`src/design/generational_slot_allocator_top_assert.svh`:
```
// ----------------------------------------------------------------------------
// generational slot allocator assertion macros
// concurrent checks clocked on i_clk, disabled while i_rst_n is low
// ----------------------------------------------------------------------------
`ifndef GENERATIONAL_SLOT_ALLOCATOR_TOP_ASSERT_SVH
`define GENERATIONAL_SLOT_ALLOCATOR_TOP_ASSERT_SVH
`ifndef SYNTHESIS
// condition that holds at every clock edge
`define GSA_ASSERT_ALWAYS(label, cond, msg) \
    label: assert property (@(posedge i_clk) disable iff (!i_rst_n) (cond)) \
        else $error(msg);
// condition that holds in the cycle after a trigger
`define GSA_ASSERT_NEXT(label, trig, cond, msg) \
    label: assert property (@(posedge i_clk) disable iff (!i_rst_n) (trig) |=> (cond)) \
        else $error(msg);
`else
`define GSA_ASSERT_ALWAYS(label, cond, msg)
`define GSA_ASSERT_NEXT(label, trig, cond, msg)
`endif
`endif

```
`src/design/gsa_ram.sv`:
```
// ----------------------------------------------------------------------------
// gsa_ram
// simple dual-port ram, one write and one registered read port
// ----------------------------------------------------------------------------
module gsa_ram #(
    parameter int WIDTH = 8,
    parameter int DEPTH = 16
) (
    input  logic                     i_clk,
    input  logic                     i_we,
    input  logic [$clog2(DEPTH)-1:0] i_waddr,
    input  logic [WIDTH-1:0]         i_wdata,
    input  logic                     i_re,
    input  logic [$clog2(DEPTH)-1:0] i_raddr,
    output logic [WIDTH-1:0]         o_rdata
);
    logic [WIDTH-1:0] r_mem [DEPTH];
    logic [WIDTH-1:0] r_rdata;

    // write port
    always_ff @(posedge i_clk) begin
        if (i_we) begin
            r_mem[i_waddr] <= i_wdata;
        end
    end

    // registered read, data holds until the next read
    always_ff @(posedge i_clk) begin
        if (i_re) begin
            r_rdata <= r_mem[i_raddr];
        end
    end

    assign o_rdata = r_rdata;
endmodule

```
`config.mk`:
```
export PLATFORM = sky130hd
export DESIGN_NAME = gsa_ram
export DESIGN_NICKNAME = d
export VERILOG_FILES = /design/src/design/generational_slot_allocator_top_assert.svh /design/src/design/gsa_ram.sv
export SDC_FILE = /design/constraint.sdc
export NUM_CORES = 1
export LEC_CHECK = 0
export BUFFER_PORTS_ARGS = -buffer_cell sky130_fd_sc_hd__clkbuf_2
export CORE_ASPECT_RATIO = 2
export CORE_MARGIN = 3
export CORE_UTILIZATION = 45
export CTS_CLUSTER_DIAMETER = 80
export DETAILED_ROUTE_END_ITERATION = 10
export SYNTH_ARGS = -nofsm -noshare
export SYNTH_HDL_FRONTEND = slang
export SYNTH_SLANG_ARGS = --single-unit
export TNS_END_PERCENT = 100
```
`constraint.sdc`:
```
create_clock -name i_clk -period 2 [get_ports i_clk]
set_clock_uncertainty 0.15 [all_clocks]
set_input_delay 0.1 -clock i_clk [delete_from_list [all_inputs] [get_ports i_clk]]
set_output_delay 0.1 -clock i_clk [all_outputs]
set_load 0.03 [all_outputs]
```
* After elaboration in Yosys (flattened, before gate mapping)
Memory sizes are Yosys's and may differ from the RTL's. A register that Yosys moved wholly into a read port is not among the register bits. Cells that the tools add are included.
Storage, ports and cells: output and inout port bits 8, bits of input ports 19, register bits 0, RAM bits 128, memories kept 1
Operators by class: mux-type cells 2
Memory list:
- r_mem | words 16, bits a word 8, read ports 1, clocked after memory_dff 1, write ports 1, RTL line gsa_ram.sv:17 | logic [WIDTH-1:0] r_mem [DEPTH];
Operators with widths (number):
- $mux 1 | 2

* Logic depth before layout (Yosys ltp)
Gate-level depths: netlist (run 1).
word-level depth 2, depth in mapped cells 5, mapped depth without buffers 3

* Worst setup path before layout (run 1)
Ideal clock, no wire load.
path kind in2reg, from in i_waddr[2], to mem r_mem[0][0], enable pin, path buffers 0, data arrival time 1.210 ns, slack 0.257 ns, required time 1.467 ns, cell stages on the path 2, cells stage by stage or3b_2 nor3_1
RTL lines:
- start, declared | RTL line gsa_ram.sv:11 | input logic [$clog2(DEPTH)-1:0] i_waddr,
- end, declared | RTL line gsa_ram.sv:17
No word-level cell before the write port.

==> results.toml, run 1 <==
[outcome]
status = "finished clean"

[floorplan]
die_x_um = 82.2
fp.coreArea_um2 = 11400
io_pins = 27
die_h_um = 158
start_util = 0.460
row_count = 55
die-area_um2 = 13000

[yosys]
netlist_instances = 229
seq_area_frac_synth = 0.781
synth_top_area_frac = 0.781
syn_area_um2 = 5230
synth_seq_cells = 136
syn_area_per_cell_um2 = 22.8
synth_fp_nets = 248
ys_top_cells_by_area = "edfxtp_1 (78%), mux4_2 (7.8%), mux4_1 (7.0%)"
yosys.area.top_type = "edfxtp_1"
ys_warn_count = 0
synthDistinctLibCells = 18

[cts]
cts_made_buffers = 17
cts_tree = "yes"
postCtsSetupBuffers = 0
clk_pin_slew_ns = 0.06
clockBufferDepth = 2
clk_latency_ns = 0.41
cts.sinks = 136
htree_levels = 4
root_buffer = "clkbuf_16"

[power]
ir_worst_vdd_mv = 0.720
powerDensity_nw_per_um2 = 1080
p_leak_nw = 2.18
total_power_mw = 6.90

[detailed_routing]
vias_per_cell = 5.49
drt_pre_antenna_iters = 5
drt_iter0_drc = 182
ant_nets = 0
wirelength_mm = 10.5
vias = 2472
wl_per_cell_um = 23.4
route.detailed.drc = 0

[timing]
layout_worst_path_cycle_share = 0.802
tightest_slew_ns = 0.409
finalCriticalPeriod_ns = 1.60
hold_viol = 0
setup_viol = 0
slew_headroom = 0.726
rsz0062_at_grt = "false"
setup_tns_ns = 0
fmax_mhz = 623
drv_slew = 0

[global_routing]
grt.total_usage = 0.184
grt_pass1_vias = 2713
overflow = 0
grt_max_degree = 24
grt_pass1_wl_mm = 16.0
antenna_found_initial = 0

[worst_setup_path]
critical_path_class = "flop to flop"
cp_max_fo = 1
ff2ff_path_depth = 3
critPathCapture = "o_rdata[1]"
start_kind = "flop"
startpoint = "r_mem[1][1]"
rrSetupSlack_ns = 0.40
required_ns = 2.01
crit_path_end_kind = "flop"
crit_arrival_ns = 1.61
r2r-end = "o_rdata[1]"
r2r-start = "r_mem[1][1]"

[placement]
dpl-instance-area_um2 = 5650
post-dp-hpwl_mm = 7.15
gp_congestion = 0.804
port_buffers = 26

[worst_hold_path]
hold_path.class = "primary input to flop"

[flow_run]
cap_violations = 0

[cells_and_area]
diodes = 0
finalNetCount = 314
final_core_utilization = 0.560
drive_gt1_frac = 0.315
final_cell_area_um2 = 6360
syn_to_final_growth_pct = 21.7
what timing repair did:
| action | in CTS | in global routing |
|---|---|---|
| endpoints found under the hold margin | 120 | 0 |
| gates resized for setup | 0 | 0 |
| endpoints found under the setup margin | 0 | 0 |
| hold buffers | 8 | 0 |
worst min-delay path by stage:
stage               startpoint          end  slack [ns]  cells after the start
floorplan           i_wdata[0]  r_mem[0][0]        0.05                      0
global placement    i_wdata[6]  r_mem[4][6]        0.34                      1
detailed placement  i_wdata[6]  r_mem[7][6]        0.39                      1
CTS                 i_wdata[2]  r_mem[0][2]       0.001                      1
global route        i_wdata[2]  r_mem[1][2]        0.03                      1
finish              i_wdata[2]  r_mem[0][2]        0.02                      1
registers in the layout (all words and copies together), names as in the netlist:
name     count
r_mem      128
o_rdata      8
routing by layer:
| layer | share of wire | global-route usage | up-vias |
|---|---|---|---|
| met3 | 0.036 | 0.0430 | 19 |
| met1 | 0.36 | 0.207 | 1278 |
| li1 | - | - | 1111 |
| met4 | 0.029 | 0.0887 | 0 |
| met5 | 0 | 0 | - |
| met2 | 0.57 | 0.320 | 64 |
report_power, final:
part           leakage (nW)  switching [mW]  internal, mW
clock network         0.305            1.13          2.21
logic                 0.642           0.193         0.139
registers              1.24          0.0181          3.21
critical path: stages, from the launching register on:
cell and delay, ns:
edfxtp_1 0.35, mux4_1 0.53, a22oi_1 0.24, nand2_1 0.08
cell usage after synthesis:
master and instances:
nor3_1 4, nand2_1 9, buf_2 3, clkdlybuf4s25_2 3, nor2b_1 1, a22oi_1 16
or3b_2 1, mux4_1 14, mux4_2 18, and2_1 1, and2b_1 1, buf_4 1
edfxtp_1 136, nor2_1 13, nand2b_1 2, nand3b_1 2, nand3_1 1, buf_6 3
placed cells by master, fill, tap and decap left out, drive strengths merged:
master	Yosys	routed
edfxtp	136	136
clkbuf	0	45
mux4	32	32
buf	7	23
a22oi	16	16
nor2	13	13
nand2	9	9
dlygate4sd3	0	8
bufinv	0	5
clkinv	0	5
nor3	4	4
nand3b	2	2
nand2b	2	2
clkinvlp	0	2
nor2b	1	1
and2	1	1
and2b	1	1
nand3	1	1
or3b	1	1
inv	0	1
cells by family after synthesis:
group / synth area share
flops: 0.781
simple gates: 0.0314
mux: 0.148
compound gates: 0.0230
buf+inv: 0.0165
final cells by class:
cell class / count / area (µm²)
tap: 142 / 178
fill: 856 / 4990
clock inverter: 13 / 201
timing repair buffer: 57 / 408
multi-input combinational: 83 / 1060
sequential: 136 / 4080
clock buffer: 19 / 433
through the flow:
| step | hold WS [ns] | std cells | setup WS [ns] |
|---|---|---|---|
| after detailed placement | 0.389 | 410 | 0.226 |
| after global routing | 0.0287 | 450 | 0.317 |
| after global placement | 0.340 | 410 | 0.233 |
| after CTS | 0.00142 | 450 | 0.385 |
| after floorplan | 0.0489 | 229 | 0.257 |
| final | 0.0179 | 450 | 0.395 |
Note: power is estimated with default switching activity, not from simulation.
==> run 2: changes to the inputs <==
--- a/config.mk
+++ b/config.mk
@@ -5,6 +5,7 @@
 export SDC_FILE = /design/constraint.sdc
 export NUM_CORES = 1
 export LEC_CHECK = 0
+export ABC_AREA = 1
 export BUFFER_PORTS_ARGS = -buffer_cell sky130_fd_sc_hd__clkbuf_2
 export CORE_ASPECT_RATIO = 2
 export CORE_MARGIN = 3
==> constraint.sdc (replaced) <==
create_clock -name i_clk -period 1.7 [get_ports i_clk]
set_clock_uncertainty 0.15 [all_clocks]
set_input_delay 0.085 -clock i_clk [delete_from_list [all_inputs] [get_ports i_clk]]
set_output_delay 0.085 -clock i_clk [all_outputs]
set_load 0.03 [all_outputs]
==> run 2 against run 1 <==
Effect of this change: synthesized cell count up 140%; highest routed layer unchanged; hold slack better by 0.0022 ns; die area is 11% higher.
==> results.toml, run 2 <==
[worst_setup_path]
start_kind = "primary input"
cp_max_fo = 4
required_ns = 1.68
crit_path_end_kind = "flop"
crit_arrival_ns = 1.34
critical_path_class = "primary input to flop"

[detailed_routing]
route.detailed.drc = 0
drt_iter0_drc = 268
drt_pre_antenna_iters = 7
vias = 3878
vias_per_cell = 5.06
ant_nets = 0
wl_per_cell_um = 17.5
wirelength_mm = 13.4

[cts]
postCtsSetupBuffers = 0
htree_levels = 4
cts_made_buffers = 17
clockBufferDepth = 2
root_buffer = "clkbuf_16"
cts.sinks = 136
clk_pin_slew_ns = 0.06
cts_tree = "yes"
clk_latency_ns = 0.41

[yosys]
async_flop_share = 0
ys_top_cells_by_area = "edfxtp_1 (70%), nand2_1 (11%), nand3_1 (8.3%)"
synth_top_area_frac = 0.698
synthDistinctLibCells = 11
syn_area_per_cell_um2 = 10.6
yosys.area.top_type = "edfxtp_1"
synthSimpleGateAreaFrac = 0.208
synth-compound-area-share = 0
synth_fp_nets = 570
yosys-top-cells-count = "nand2_1 (173), edfxtp_1 (136), inv_1 (100), nand3_1 (97), nor2_1 (17)"
synth_top_family_by_area = "simple AND/OR/NAND/NOR gates"
seq_area_frac_synth = 0.698
synth_adder_area_share = 0
synth_seq_cells = 136
synth-xor-area-share = 0
syn_area_um2 = 5850
synth-main-ff-cell = "edfxtp_1"
synthMuxAreaShare = 0
netlist_instances = 551
synth-edff-count = 136
ys_warn_count = 0
synth.most_common_cell = "nand2_1"

[timing]
fmax_mhz = 733
rsz0062_at_grt = "false"
finalCriticalPeriod_ns = 1.36
slew_headroom = 0.590
tightest_slew_ns = 0.614
layout_worst_path_cycle_share = 0.803
setup_viol = 0
hold_viol = 0
drv_slew = 0
setup_tns_ns = 0

[outcome]
status = "finished clean"

[cells_and_area]
final_cell_area_um2 = 6860
diodes = 0
drive_gt1_frac = 0.136
largest-register = "r_mem"
regArea_um2 = 4080
multiInputGateArea_um2 = 1210
final.fill_count = 1141
final_core_utilization = 0.544
finalNonFillerCells = 766
largest_register_ffs = 128
final_common_cell = "nand2_1"
syn_to_final_growth_pct = 17.4
finalNetCount = 622
final_cell_mix = "nand2_1 (173), edfxtp_1 (136), inv_1 (100)"

[floorplan]
die_h_um = 167
io_pins = 27
start_util = 0.463
die_x_um = 86.6
row_count = 58
fp.coreArea_um2 = 12600
die-area_um2 = 14500

[power]
p_seq_frac = 0.483
ir_worst_vdd_mv = 0.738
p_int_mw = 6.10
total_power_mw = 7.86
p_comb_frac = 0.063
p_leak_nw = 2.98
p_sw_mw = 1.76
pwr-share-clk = 0.453
powerDensity_nw_per_um2 = 1150
switching_share = 0.224

[global_routing]
antenna_found_initial = 0
overflow = 0
grt_pass1_vias = 3943
grt.total_usage = 0.198
grt_max_degree = 49
grt_pass1_wl_mm = 21.1

[placement]
post-dp-hpwl_mm = 8.90
place_inst = 729
port_buffers = 26
gp_congestion = 0.919
dpl-instance-area_um2 = 6230

[flow_run]
cap_violations = 0

[worst_hold_path]
hold_path.class = "primary input to flop"
-- run 2: cell count changes in the layout (fill, tap and decap cells not counted), sizes merged, moves of 2 or more --
| cell | change |
|---|---|
| inv | +103 |
| mux4 | -32 |
| nand2b | -2 |
| nand3 | +96 |
| buf | +3 |
| nand2 | +164 |
| nor2 | +4 |
| dlygate4sd3 | -3 |
| a22oi | -16 |
| bufinv | -3 |
| nor3 | -4 |
-- run 2: timing repair --
item,CTS,global route
hold endpoints to repair,30,0
hold buffers,5,0
resized for setup,0,0
-- run 2: stage by stage --
| step | setup slack, ns | hold WS (ns) |
|---|---|---|
| 2_1_floorplan | 0.514 | 0.0339 |
| 3_3_place_gp | 0.207 | 0.358 |
| 3_5_place_dp | 0.201 | 0.370 |
| 4_1_cts | 0.356 | 0.00936 |
| 5_1_grt | 0.285 | 0.0241 |
| 6_report | 0.335 | 0.0200 |
-- run 2: worst paths after layout --
path | startpoint | to | slack, ns | depth (start not counted)
max | i_we | r_mem[4][4] | 0.34 | 5
min reg2reg | r_mem[14][4] | o_rdata[4] | 0.61 | 6
max reg2reg | r_mem[6][5] | o_rdata[5] | 0.42 | 6
min | i_raddr[3] | o_rdata[4] | 0.02 | 3
-- run 2: kinds of logic after synthesis --
kind of cell,Yosys count
and+or+nand+nor,289
DFF,136
buffers and inverters,126
-- run 2: metal layers --
| metal | global-route usage | vias to the layer above | part of all wire |
|---|---|---|---|
| met4 | 0.0943 | 0 | 0.028 |
| met1 | 0.218 | 1849 | 0.36 |
| met5 | 0 | - | 0 |
| met2 | 0.355 | 122 | 0.56 |
| met3 | 0.0399 | 21 | 0.053 |
| li1 | - | 1886 | - |
-- run 2: worst max-delay path, stage by stage --
cell	delay (ns)
dlygate4sd3_1	0.52
clkbuf_2	0.13
nand3b_1	0.15
nor2_1	0.25
buf_4	0.19
-- run 2: layout make-up --
cell class | count | share of cell area
well taps | 150 | 0.0273
inverters | 102 | 0.0558
clock buffers | 19 | 0.0631
flip-flops and latches | 136 | 0.595
repair buffers | 57 | 0.0602
clock inverters | 13 | 0.0217
multi-input cells | 289 | 0.177
-- run 2: power by group through the flow --
stage / Sequential (mW) / Clock [mW] / Combinational, mW
finish: 3.80 / 3.56 / 0.497
global route: 3.80 / 3.72 / 0.555
CTS: 3.80 / 3.60 / 0.505
detailed placement: 3.87 / 0 / 0.494
global placement: 3.87 / 0 / 0.486
floorplan: 3.90 / 0 / 0.265
==> run 3: changes to the inputs <==
==> constraint.sdc (replaced) <==
create_clock -name i_clk -period 1.2 [get_ports i_clk]
set_clock_uncertainty 0.15 [all_clocks]
set_input_delay 0.06 -clock i_clk [delete_from_list [all_inputs] [get_ports i_clk]]
set_output_delay 0.06 -clock i_clk [all_outputs]
set_load 0.03 [all_outputs]
==> run 3 against run 2 <==
Effect of this change: non-clock buffer count is 4 higher; critical endpoint is now o_rdata[7]; sequential cell count stayed put; critical path type is now flop to output port; the flow now finishes with violations (negative setup slack); core utilization is 3.0 points higher.
==> results.toml, run 3 (synthesis gave the netlist of run 2 again) <==
[cells_and_area]
syn_to_final_growth_pct = 23.8
finalNonFillerCells = 769
final_core_utilization = 0.573
multiInputGateArea_um2 = 1480
final_cell_mix = "nand2_1 (168), edfxtp_1 (136), inv_1 (98)"
regArea_um2 = 4080
finalNetCount = 626
final_common_cell = "nand2_1"
final.fill_count = 1111
largest-register = "r_mem"
drive_gt1_frac = 0.233
final_cell_area_um2 = 7240
largest_register_ffs = 128
diodes = 0

[floorplan]
row_count = 58
die_x_um = 86.6
die_h_um = 167
fp.coreArea_um2 = 12600
start_util = 0.463
die-area_um2 = 14500
io_pins = 27

[timing]
setup_ws_ns = -0.0460
slew_headroom = 0.662
hold_viol = 0
fmax_mhz = 803
holdWs_ns = 0.0142
setup_viol = 9
tightest_slew_ns = 0.506
layout_worst_path_cycle_share = 1.04
finalCriticalPeriod_ns = 1.25
drv_slew = 0
rsz0062_at_grt = "true"
setup_tns_ns = -0.307

[worst_setup_path]
critPathCapture = "o_rdata[7]"
r2r-start = "r_mem[12][2]"
worstSetupPathDepth = 1
path_delay_family = "flip-flops"
cp_num_buf_inv = 1
cp_cell_sequence = "buf_8"
cpPeakStageDelay_ns = 0.46
crit_path_end_kind = "output port"
start_kind = "flop"
r2r-end = "o_rdata[2]"
critical_path_class = "flop to output port"
cp_max_fo = 1
required_ns = 0.99
startpoint = "o_rdata[7]"
ff2ff_path_depth = 6
rrSetupSlack_ns = -0.04
crit_slowest_cell = "edfxtp_1"
crit_arrival_ns = 1.04

[cts]
clockBufferDepth = 2
cts_tree = "yes"
cts_made_buffers = 17
root_buffer = "clkbuf_16"
clk_latency_ns = 0.40
cts.sinks = 136
htree_levels = 4
clk_pin_slew_ns = 0.06

[global_routing]
grt_pass1_wl_mm = 22.2
overflow = 0
antenna_found_initial = 0
grt.total_usage = 0.211
grt_max_degree = 60
grt_pass1_vias = 4113

[detailed_routing]
wirelength_mm = 14.4
drt_iter0_drc = 285
vias_per_cell = 5.19
wl_per_cell_um = 18.7
drt_pre_antenna_iters = 5
ant_nets = 0
vias = 3991
route.detailed.drc = 0

[placement]
post-dp-hpwl_mm = 9.61
dpl-instance-area_um2 = 6320
place_inst = 736
post-place-ws_ns = -0.292
port_buffers = 26
gp_congestion = 0.915

[outcome]
failed_checks = "negative setup slack"
status = "finished, violations left"

[power]
p_leak_nw = 3.13
powerDensity_nw_per_um2 = 1570
total_power_mw = 11.4
ir_worst_vdd_mv = 1.03

[flow_run]
cap_violations = 0

[worst_hold_path]
hold_path.class = "primary input to flop"
## run 3: timing repair
item / in CTS / in global routing
hold endpoints to repair: 16 / 0
hold buffers: 2 / 0
setup buffers: 0 / 0
pin swaps: 24 / 13
setup endpoints to repair: 12 / 14
resized for setup: 53 / 18
## run 3: final cells by class
type,instances,area share
inverter,102,0.0529
clock inverter,13,0.0216
sequential,136,0.564
tap,150,0.0259
multi-input combinational,289,0.205
timing repair buffer,61,0.0709
clock buffer,18,0.0593
## run 3: layer usage
metal,vias to the layer above,global-route usage,part of all wire
li1,1893,-,-
met1,1938,0.227,0.36
met2,123,0.377,0.55
met3,37,0.0384,0.045
met4,0,0.116,0.047
met5,-,0,0
## run 3: report_power, final
group / internal (mW) / total [mW] / switching (mW)
logic: 0.287 / 0.860 / 0.573
clock network: 3.24 / 5.12 / 1.88
registers: 5.35 / 5.39 / 0.0365
## run 3: worst register-to-register path: stages (launching register included)
cell	delay, ns
edfxtp_1	0.37
nand2_1	0.07
nand2_1	0.07
nand2_2	0.07
nand3_2	0.10
nand3_2	0.12
nand2_1	0.05
## run 3: worst min-delay path by stage
| stage | startpoint | end | slack [ns] | depth (start not counted) |
|---|---|---|---|---|
| global route | i_wdata[3] | r_mem[2][3] | 0.04 | 1 |
| global placement | i_re | o_rdata[6] | 0.35 | 1 |
| detailed placement | i_re | o_rdata[6] | 0.34 | 1 |
| floorplan | i_wdata[0] | r_mem[0][0] | 0.009 | 0 |
| finish | i_wdata[3] | r_mem[2][3] | 0.01 | 1 |
| CTS | i_wdata[3] | r_mem[2][3] | 0.008 | 1 |
